===== src/rtl/core/fabs_pkg.sv =====
`timescale 1ns / 1ps

package fabs_pkg;

  // Port widths
  localparam int unsigned S_TDATA_W = 80;
  localparam int unsigned M_TDATA_W = 16;
  localparam int unsigned CFG_IDX_W = 3;
  localparam int unsigned CFG_DATA_W = 16;

  typedef enum logic [1:0] {
    MODE_GROUNDED = 2'd0,
    MODE_OUTSIDE  = 2'd1,
    MODE_APPROACH = 2'd2,
    MODE_NORMAL   = 2'd3
  } mode_e;

  typedef enum logic [2:0] {
    CFG_FORCE_ENABLE  = 3'd0,
    CFG_AIRSPEED_GAIN = 3'd1,
    CFG_WARN_TIME_MS  = 3'd2,
    CFG_SPEED_HIGH    = 3'd3,
    CFG_SPEED_MID     = 3'd4,
    CFG_TONE_MS       = 3'd5
  } cfg_idx_e;

  typedef struct packed {
    logic        force_enable;
    logic [15:0] airspeed_gain;
    logic [15:0] warn_time_ms;
    logic [11:0] speed_high;
    logic [11:0] speed_mid;
    logic [9:0]  tone_ms;
  } cfg_t;

  typedef struct packed {
    logic [31:0] now_ms;
    logic [16:0] reach_time;
    logic        inside_area;
    logic        took_off;
    logic [15:0] altitude;
    logic [11:0] airspeed;
  } sample_t;

  typedef struct packed {
    mode_e       mode;
    logic [10:0] pitch;
    logic [9:0]  off_time;
    logic [31:0] now_ms;
  } feat_t;

  typedef struct packed {
    logic [1:0]  flight_mode;
    logic [10:0] pitch_hz;
    logic        sounding;
  } result_t;

  // Register reset values
  localparam logic        RST_FORCE_ENABLE  = 1'b0;
  localparam logic [15:0] RST_AIRSPEED_GAIN = 16'd256;
  localparam logic [15:0] RST_WARN_TIME_MS  = 16'd6000;
  localparam logic [11:0] RST_SPEED_HIGH    = 12'd1080;
  localparam logic [11:0] RST_SPEED_MID     = 12'd950;
  localparam logic [9:0]  RST_TONE_MS       = 10'd300;

  // Tone frequencies
  localparam logic [10:0] PITCH_LOW  = 11'd440;
  localparam logic [10:0] PITCH_MID  = 11'd880;
  localparam logic [10:0] PITCH_HIGH = 11'd1320;

  // Beep period map
  localparam logic [14:0] ALT_HIGH_MM    = 15'd1500;
  localparam logic [9:0]  PERIOD_HIGH_MS = 10'd900;
  localparam logic [9:0]  PERIOD_BASE_MS = 10'd125;
  localparam logic [9:0]  PERIOD_NEG_MS  = 10'd100;
  // 575/1000 = 23/40: multiply by 23, shift by 3, then divide by 5.
  localparam logic [15:0] SLOPE_NUM  = 16'd23;
  localparam logic [26:0] RECIP_FIVE = 27'd13108;

endpackage


===== src/rtl/core/flight_audio_beep_sequencer_top.sv =====
`timescale 1ns / 1ps
// Pipeline: an accepted beat moves through the input, feature and result registers.
// Throughput: one sample per cycle unless the output stalls; each register holds one
// sample and they advance independently, so bubbles close up while the output stalls.
// Reset: rst_ni clears all valid flags and the tone state and loads the register
// defaults (gain 1.0, warn 6000 ms, speeds 1080/950, tone 300 ms, force off).

module flight_audio_beep_sequencer_top (
  input  logic                              clk_i,
  input  logic                              rst_ni,
  // airspeed[11:0], altitude[27:12], took_off[28], inside_area[29],
  // reach_time[46:30], now_ms[78:47], zero[79]
  input  logic [fabs_pkg::S_TDATA_W-1:0]    s_axis_tdata,
  input  logic                              s_axis_tvalid,
  output logic                              s_axis_tready,
  // sounding[0], pitch_hz[11:1], flight_mode[13:12], zero[15:14]
  output logic [fabs_pkg::M_TDATA_W-1:0]    m_axis_tdata,
  output logic                              m_axis_tvalid,
  input  logic                              m_axis_tready,
  input  logic                              cfg_we_i,
  input  logic [fabs_pkg::CFG_IDX_W-1:0]    cfg_idx_i,
  input  logic [fabs_pkg::CFG_DATA_W-1:0]   cfg_data_i
);

  fabs_pkg::cfg_t    cfg_q;
  logic              in_v_q;
  fabs_pkg::sample_t in_q;
  fabs_pkg::sample_t in_d;
  logic              feat_ready;
  logic              feat_valid;
  fabs_pkg::feat_t   feat;
  logic              tone_ready;
  fabs_pkg::result_t result;

  always_ff @(posedge clk_i or negedge rst_ni) begin
    if (!rst_ni) begin
      cfg_q.force_enable  <= fabs_pkg::RST_FORCE_ENABLE;
      cfg_q.airspeed_gain <= fabs_pkg::RST_AIRSPEED_GAIN;
      cfg_q.warn_time_ms  <= fabs_pkg::RST_WARN_TIME_MS;
      cfg_q.speed_high    <= fabs_pkg::RST_SPEED_HIGH;
      cfg_q.speed_mid     <= fabs_pkg::RST_SPEED_MID;
      cfg_q.tone_ms       <= fabs_pkg::RST_TONE_MS;
    end else if (cfg_we_i) begin
      case (fabs_pkg::cfg_idx_e'(cfg_idx_i))
        fabs_pkg::CFG_FORCE_ENABLE:  cfg_q.force_enable  <= cfg_data_i[0];
        fabs_pkg::CFG_AIRSPEED_GAIN: cfg_q.airspeed_gain <= cfg_data_i;
        fabs_pkg::CFG_WARN_TIME_MS:  cfg_q.warn_time_ms  <= cfg_data_i;
        fabs_pkg::CFG_SPEED_HIGH:    cfg_q.speed_high    <= cfg_data_i[11:0];
        fabs_pkg::CFG_SPEED_MID:     cfg_q.speed_mid     <= cfg_data_i[11:0];
        fabs_pkg::CFG_TONE_MS:       cfg_q.tone_ms       <= cfg_data_i[9:0];
        default: begin
        end
      endcase
    end
  end

  assign in_d.airspeed    = s_axis_tdata[11:0];
  assign in_d.altitude    = s_axis_tdata[27:12];
  assign in_d.took_off    = s_axis_tdata[28];
  assign in_d.inside_area = s_axis_tdata[29];
  assign in_d.reach_time  = s_axis_tdata[46:30];
  assign in_d.now_ms      = s_axis_tdata[78:47];

  assign s_axis_tready = !in_v_q || feat_ready;

  always_ff @(posedge clk_i or negedge rst_ni) begin
    if (!rst_ni) begin
      in_v_q <= 1'b0;
    end else if (s_axis_tready) begin
      in_v_q <= s_axis_tvalid;
    end
  end

  always_ff @(posedge clk_i) begin
    if (s_axis_tready && s_axis_tvalid) begin
      in_q <= in_d;
    end
  end

  fabs_feature u_feature (
    .clk_i        (clk_i),
    .rst_ni       (rst_ni),
    .in_valid_i   (in_v_q),
    .in_i         (in_q),
    .cfg_i        (cfg_q),
    .dn_ready_i   (tone_ready),
    .up_ready_o   (feat_ready),
    .feat_valid_o (feat_valid),
    .feat_o       (feat)
  );

  fabs_tone u_tone (
    .clk_i        (clk_i),
    .rst_ni       (rst_ni),
    .feat_valid_i (feat_valid),
    .feat_i       (feat),
    .tone_ms_i    (cfg_q.tone_ms),
    .dn_ready_i   (m_axis_tready),
    .up_ready_o   (tone_ready),
    .out_valid_o  (m_axis_tvalid),
    .out_o        (result)
  );

  assign m_axis_tdata = {2'b00, result.flight_mode, result.pitch_hz, result.sounding};

endmodule


===== src/rtl/core/fabs_feature.sv =====
`timescale 1ns / 1ps

module fabs_feature (
  input  logic              clk_i,
  input  logic              rst_ni,
  input  logic              in_valid_i,
  input  fabs_pkg::sample_t in_i,
  input  fabs_pkg::cfg_t    cfg_i,
  input  logic              dn_ready_i,
  output logic              up_ready_o,
  output logic              feat_valid_o,
  output fabs_pkg::feat_t   feat_o
);

  logic            feat_v_q;
  fabs_pkg::feat_t feat_q;
  fabs_pkg::feat_t feat_d;

  logic [27:0] adj_speed;
  logic        rt_pos;
  logic        near_edge;
  logic        alt_neg;
  logic        alt_high;
  logic [15:0] alt_x23;
  logic [12:0] alt_div8;
  logic [26:0] div5_prod;
  logic [9:0]  period;

  assign adj_speed = 28'(in_i.airspeed) * 28'(cfg_i.airspeed_gain);

  assign rt_pos    = !in_i.reach_time[16] && (in_i.reach_time != '0);
  assign near_edge = rt_pos && (in_i.reach_time[15:0] < cfg_i.warn_time_ms);

  assign alt_neg   = in_i.altitude[15];
  assign alt_high  = !alt_neg && (in_i.altitude[14:0] >= fabs_pkg::ALT_HIGH_MM);
  // Only used when 0 <= altitude < 1500, so eleven bits cover it.
  assign alt_x23   = 16'(in_i.altitude[10:0]) * fabs_pkg::SLOPE_NUM;
  assign alt_div8  = alt_x23[15:3];
  assign div5_prod = 27'(alt_div8) * fabs_pkg::RECIP_FIVE;

  always_comb begin
    if (alt_neg) begin
      period = fabs_pkg::PERIOD_NEG_MS;
    end else if (alt_high) begin
      period = fabs_pkg::PERIOD_HIGH_MS;
    end else begin
      period = fabs_pkg::PERIOD_BASE_MS + div5_prod[25:16];
    end
  end

  always_comb begin
    feat_d.now_ms = in_i.now_ms;

    if (!in_i.took_off && !cfg_i.force_enable) begin
      feat_d.mode = fabs_pkg::MODE_GROUNDED;
    end else if (!in_i.inside_area) begin
      feat_d.mode = fabs_pkg::MODE_OUTSIDE;
    end else if (near_edge) begin
      feat_d.mode = fabs_pkg::MODE_APPROACH;
    end else begin
      feat_d.mode = fabs_pkg::MODE_NORMAL;
    end

    if (adj_speed >= 28'({cfg_i.speed_high, 8'h00})) begin
      feat_d.pitch = fabs_pkg::PITCH_HIGH;
    end else if (adj_speed >= 28'({cfg_i.speed_mid, 8'h00})) begin
      feat_d.pitch = fabs_pkg::PITCH_MID;
    end else begin
      feat_d.pitch = fabs_pkg::PITCH_LOW;
    end

    if (period > cfg_i.tone_ms) begin
      feat_d.off_time = period - cfg_i.tone_ms;
    end else begin
      feat_d.off_time = '0;
    end
  end

  assign up_ready_o = !feat_v_q || dn_ready_i;

  always_ff @(posedge clk_i or negedge rst_ni) begin
    if (!rst_ni) begin
      feat_v_q <= 1'b0;
    end else if (up_ready_o) begin
      feat_v_q <= in_valid_i;
    end
  end

  always_ff @(posedge clk_i) begin
    if (up_ready_o && in_valid_i) begin
      feat_q <= feat_d;
    end
  end

  assign feat_valid_o = feat_v_q;
  assign feat_o       = feat_q;

endmodule


===== src/rtl/core/fabs_tone.sv =====
`timescale 1ns / 1ps

module fabs_tone (
  input  logic              clk_i,
  input  logic              rst_ni,
  input  logic              feat_valid_i,
  input  fabs_pkg::feat_t   feat_i,
  input  logic [9:0]        tone_ms_i,
  input  logic              dn_ready_i,
  output logic              up_ready_o,
  output logic              out_valid_o,
  output fabs_pkg::result_t out_o
);

  // Sequencer state, advanced once per sample entering the result register.
  logic            prev_vld_q, prev_vld_d;
  fabs_pkg::mode_e prev_mode_q, prev_mode_d;
  logic            phase_on_q, phase_on_d;
  logic [31:0]     phase_start_q, phase_start_d;
  logic            tone_on_q, tone_on_d;
  logic [10:0]     tone_freq_q, tone_freq_d;

  logic              out_v_q;
  fabs_pkg::result_t out_q, out_d;
  logic              fire;
  logic              mode_change;
  logic [31:0]       elapsed;

  assign up_ready_o = !out_v_q || dn_ready_i;
  assign fire       = feat_valid_i && up_ready_o;
  assign mode_change = !prev_vld_q || (feat_i.mode != prev_mode_q);

  always_comb begin
    prev_vld_d    = 1'b1;
    prev_mode_d   = feat_i.mode;
    phase_on_d    = phase_on_q;
    phase_start_d = phase_start_q;
    tone_on_d     = tone_on_q;
    tone_freq_d   = tone_freq_q;

    if (mode_change) begin
      phase_on_d    = 1'b0;
      phase_start_d = feat_i.now_ms;
      tone_on_d     = 1'b0;
      case (feat_i.mode)
        fabs_pkg::MODE_OUTSIDE: begin
          tone_on_d   = 1'b1;
          tone_freq_d = fabs_pkg::PITCH_LOW;
        end
        fabs_pkg::MODE_APPROACH: begin
          tone_on_d   = 1'b1;
          tone_freq_d = fabs_pkg::PITCH_MID;
        end
        default: begin
        end
      endcase
    end

    // On a mode change the phase restarts now, so elapsed comes out as zero.
    elapsed = feat_i.now_ms - phase_start_d;

    if (feat_i.mode == fabs_pkg::MODE_NORMAL) begin
      if (!phase_on_d && (elapsed > 32'(feat_i.off_time))) begin
        tone_on_d     = 1'b1;
        tone_freq_d   = feat_i.pitch;
        phase_start_d = feat_i.now_ms;
        phase_on_d    = 1'b1;
      end else if (phase_on_d && (elapsed > 32'(tone_ms_i))) begin
        tone_on_d     = 1'b0;
        phase_start_d = feat_i.now_ms;
        phase_on_d    = 1'b0;
      end
    end

    out_d.sounding    = tone_on_d;
    out_d.pitch_hz    = tone_on_d ? tone_freq_d : '0;
    out_d.flight_mode = feat_i.mode;
  end

  always_ff @(posedge clk_i or negedge rst_ni) begin
    if (!rst_ni) begin
      prev_vld_q    <= 1'b0;
      prev_mode_q   <= fabs_pkg::MODE_GROUNDED;
      phase_on_q    <= 1'b0;
      phase_start_q <= '0;
      tone_on_q     <= 1'b0;
      tone_freq_q   <= '0;
    end else if (fire) begin
      prev_vld_q    <= prev_vld_d;
      prev_mode_q   <= prev_mode_d;
      phase_on_q    <= phase_on_d;
      phase_start_q <= phase_start_d;
      tone_on_q     <= tone_on_d;
      tone_freq_q   <= tone_freq_d;
    end
  end

  always_ff @(posedge clk_i or negedge rst_ni) begin
    if (!rst_ni) begin
      out_v_q <= 1'b0;
    end else if (up_ready_o) begin
      out_v_q <= feat_valid_i;
    end
  end

  always_ff @(posedge clk_i) begin
    if (fire) begin
      out_q <= out_d;
    end
  end

  assign out_valid_o = out_v_q;
  assign out_o       = out_q;

  a_silent_no_pitch: assert property (@(posedge clk_i) disable iff (!rst_ni)
    out_v_q && !out_q.sounding |-> out_q.pitch_hz == '0)
    else $error("silent beat carries a pitch");

  a_grounded_silent: assert property (@(posedge clk_i) disable iff (!rst_ni)
    out_v_q && (out_q.flight_mode == fabs_pkg::MODE_GROUNDED) |-> !out_q.sounding)
    else $error("tone on while grounded");

  a_outside_alarm: assert property (@(posedge clk_i) disable iff (!rst_ni)
    out_v_q && (out_q.flight_mode == fabs_pkg::MODE_OUTSIDE)
    |-> out_q.sounding && (out_q.pitch_hz == fabs_pkg::PITCH_LOW))
    else $error("outside-area alarm not at low pitch");

  a_approach_alarm: assert property (@(posedge clk_i) disable iff (!rst_ni)
    out_v_q && (out_q.flight_mode == fabs_pkg::MODE_APPROACH)
    |-> out_q.sounding && (out_q.pitch_hz == fabs_pkg::PITCH_MID))
    else $error("boundary alarm not at mid pitch");

  a_hold_stalled: assert property (@(posedge clk_i) disable iff (!rst_ni)
    out_v_q && !dn_ready_i |=> out_v_q && $stable(out_q))
    else $error("stalled result changed");

endmodule


===== config.mk =====
export PLATFORM = sky130hd
export DESIGN_NAME = flight_audio_beep_sequencer_top
export DESIGN_NICKNAME = d
export VERILOG_FILES = /design/src/rtl/core/fabs_pkg.sv /design/src/rtl/core/flight_audio_beep_sequencer_top.sv /design/src/rtl/core/fabs_feature.sv /design/src/rtl/core/fabs_tone.sv
export SDC_FILE = /design/constraint.sdc
export NUM_CORES = 1
export LEC_CHECK = 0
export ABC_AREA = 1
export BUFFER_PORTS_ARGS = -buffer_cell sky130_fd_sc_hd__clkbuf_2
export CORE_MARGIN = 4
export CORE_UTILIZATION = 30
export DETAILED_ROUTE_END_ITERATION = 8
export HOLD_SLACK_MARGIN = 0.05
export PLACE_DENSITY = 0.42
export SYNTH_ARGS = -nofsm -noshare
export SYNTH_HDL_FRONTEND = slang
export SYNTH_SLANG_ARGS = --single-unit

===== constraint.sdc =====
create_clock -name clk_i -period 21.8 [get_ports clk_i]
set_clock_uncertainty 0.1 [all_clocks]
set_input_delay 3.27 -clock clk_i [delete_from_list [all_inputs] [get_ports clk_i]]
set_output_delay 3.27 -clock clk_i [all_outputs]
set_load 0.02 [all_outputs]

==> qor.yml <==
sta:
  timing.final.crit_share_pct: 47.24
  final-max-slew-violation-count: 0
  grt_setup_unrepaired: "no"
  tns_ns: 0
  fin_crit_ns: 10.30
  max_freq_ghz: 0.09711
  tightest_slew_ns: 1.016
  hold_viol_final: 0
  max_slew_margin_pct: 32.11
  setup_viol: 0
  holdWs_ns: 0.3171
synthesis:
  yosysTopAreaCell: "edfxtp_1"
  synth_top_flop_cell: "edfxtp_1"
  synth.area.top_cells: "edfxtp_1, fa_1, ha_1"
  yosys.area_share.simple_pct: 21.02
  ys_async_sr_fraction_pct: 45.38
  seq_area_frac_synth_pct: 28.98
  synthAdderAreaFrac_pct: 29.86
  postSynthAreaPerCell_um2: 8.032
  synth-compound-area-share_pct: 6.420
  ys_seq_elements: 260
  synth_xor_area_share_pct: 2.447
  ys_top_cells_by_count: "nand2_1, inv_1, ha_1, fa_1, nand3_1"
  ys_warn_count: 0
  synth_top_family_by_area: "adder cells"
  synth_top_cell_area_share_pct: 17.05
  syn_inst: 3113
  synthMuxAreaShare_pct: 0
  synth.most_common_cell: "nand2_1"
  synth-edff-count: 142
  synth_cell_types: 51
  synthesis.area_um2: 25000
layout:
  nFillCells: 8667
  diodes: 0
  drive_above_1_share_pct: 7.838
  fin_cells: 4298
  fin_area_um2: 27860
  area_delta_synth_final_pct: 11.43
  nets: 3781
grt:
  grt_pass1_wl_um: 112600
  gr-total-overflow: 0
  grtUsageTotal_pct: 15.80
  grt_pass1_vias: 21300
  antenna_found_initial: 1
  grt_max_degree: 68
clock_tree:
  hold_buffers: 0
  cts_setup_buffers: 0
  clk_pin_slew_ns: 0.06
  numCtsBuffers: 37
  clock-sinks: 260
  cts_max_path_buffers: 3
  cts_tree: "yes"
  cts-root-buf: "clkbuf_16"
  ctsHtreeMaxLevel: 2
  cts_resized: 0
  clkLatencyLatePin_ns: 0.57
critical_path:
  reg2reg_slack_ns: 11.50
  cpMostUsedCell: "inv_1"
  crit_required_ns: 21.98
  cp-end-kind: "register"
  critical_path_class: "reg2reg"
  reg2reg_depth: 43
  r2r_end: "u_feature.feat_o[40]"
  crit_arrival_ns: 10.48
  critPathSlowestCell: "fa_1"
  r2r_start: "in_q[14]"
  cp-start-kind: "register"
  worstPathMaxFanout: 10
  worst_path_largest_cell_delay_ns: 0.54
detailed_routing:
  ant_nets: 0
  wl_per_cell_um: 16.00
  drt_wl_total_um: 68760
  first_pass_iters: 5
  vias: 19630
  viasPerCell: 4.568
  drt_iter0_markers: 884
  drc: 0
placement:
  io_buffers: 118
  place_area_um2: 26650
  dp.cells: 4230
  place_hpwl_um: 55040
  gp_congestion: 0.8862
floorplanning:
  coreArea_um2: 82370
  rows: 105
  die_x_um: 296.7
  dieHeight_um: 296.7
  initial_utilization_pct: 30.35
  pin_count: 122
  die_area_um2: 88030
outcome:
  status: "finished clean"
min_path:
  min_from: "in_q[76]"
  hp-class: "reg2reg"
  hold_path_end: "u_feature.feat_o[29]"
  whs_path_depth: 0
run:
  cap_violations: 0
==> cell families after synthesis <==
kind of cell / after synthesis
XOR/XNOR: 69
adder cells (fa/ha/maj): 478
AND/OR/NAND/NOR: 1277
buffers and inverters: 733
other: 1
flip-flops: 260
AO/OA/AOI/OAI: 295
==> layer usage <==
layer | vias to the layer above | wire, um | GRT usage (%)
li1 | 9886 | - | -
met1 | 9350 | 31150 | 19.89
met2 | 287 | 33070 | 27.85
met3 | 111 | 2161 | 2.133
met4 | 0 | 2382 | 5.427
met5 | - | 0 | 0
==> how the worst max path moves through the flow <==
stage | cells after the start | end | startpoint | slack, ns
after global placement | 43 | u_feature.feat_o[35] | in_q[14] | 11.59
after floorplan | 43 | u_feature.feat_o[35] | in_q[14] | 12.71
after global routing | 43 | u_feature.feat_o[40] | in_q[14] | 10.58
after detailed placement | 43 | u_feature.feat_o[35] | in_q[14] | 11.42
after CTS | 43 | u_feature.feat_o[40] | in_q[14] | 11.39
final | 43 | u_feature.feat_o[40] | in_q[14] | 11.50
==> worst max-delay path: cells and delay by family (launching register included) <==
kind / cells / cell delay (ns)
AOI/OAI and AO/OA: 10 / 1.88
xor gates and xnor gates: 2 / 0.69
adders and majority gates: 11 / 4.79
buffers and inverters: 9 / 0.67
DFF: 1 / 0.47
and+or+nand+nor: 11 / 1.39
==> flip-flops by register name, summed over array words and instances, names as in the netlist, 2 cells and up <==
name and cells:
cfg_q 67, in_q 79, u_feature.feat_o 49, u_tone.out_o 14, u_tone.phase_start_q 32, u_tone.prev_mode_q 2
u_tone.tone_freq_q 11
==> cell type report <==
type / count / area [um2] / share of cell area (%)
clock buffer: 52 / 1035 / 3.714
clock inverter: 16 / 176.4 / 0.6332
inverter: 650 / 2442 / 8.766
multi-input combinational: 2121 / 14950 / 53.65
sequential: 260 / 7246 / 26.00
tap: 1070 / 1339 / 4.805
timing repair buffer: 129 / 675.6 / 2.425
==> cell usage in the layout, fill, tap and decap left out, types with 3 or more instances in the layout <==
cell / n
a211oi_1: 5
nor2_1: 139
nand3_1: 145
a221oi_1: 3
nor3_1: 18
o21ai_0: 134
nand3b_1: 9
a21o_1: 10
nand2_1: 886
a31oi_1: 9
inv_2: 7
nand2_2: 12
nor3b_1: 5
nor2_2: 12
edfxtp_1: 142
buf_4: 12
nand4_1: 27
fa_1: 198
nor4_1: 11
dfstp_2: 23
xor2_1: 40
clkinv_1: 3
clkbuf_16: 39
clkbuf_1: 12
a21oi_1: 107
xnor2_1: 28
inv_1: 640
clkinv_2: 5
ha_1: 280
clkbuf_2: 117
or2_2: 7
clkinvlp_4: 3
o21a_1: 4
o21bai_1: 10
dfrtp_1: 95
==> stage by stage <==
stage	setup WS [ns]	utilization [%]
6_report	11.50	33.83
2_1_floorplan	12.71	-
3_5_place_dp	11.42	32.36
4_1_cts	11.39	33.83
3_3_place_gp	11.59	32.36
5_1_grt	10.58	33.83
Power is not shown: default switching activity piles up to over one toggle a cycle in this logic, so the estimate is an artifact.
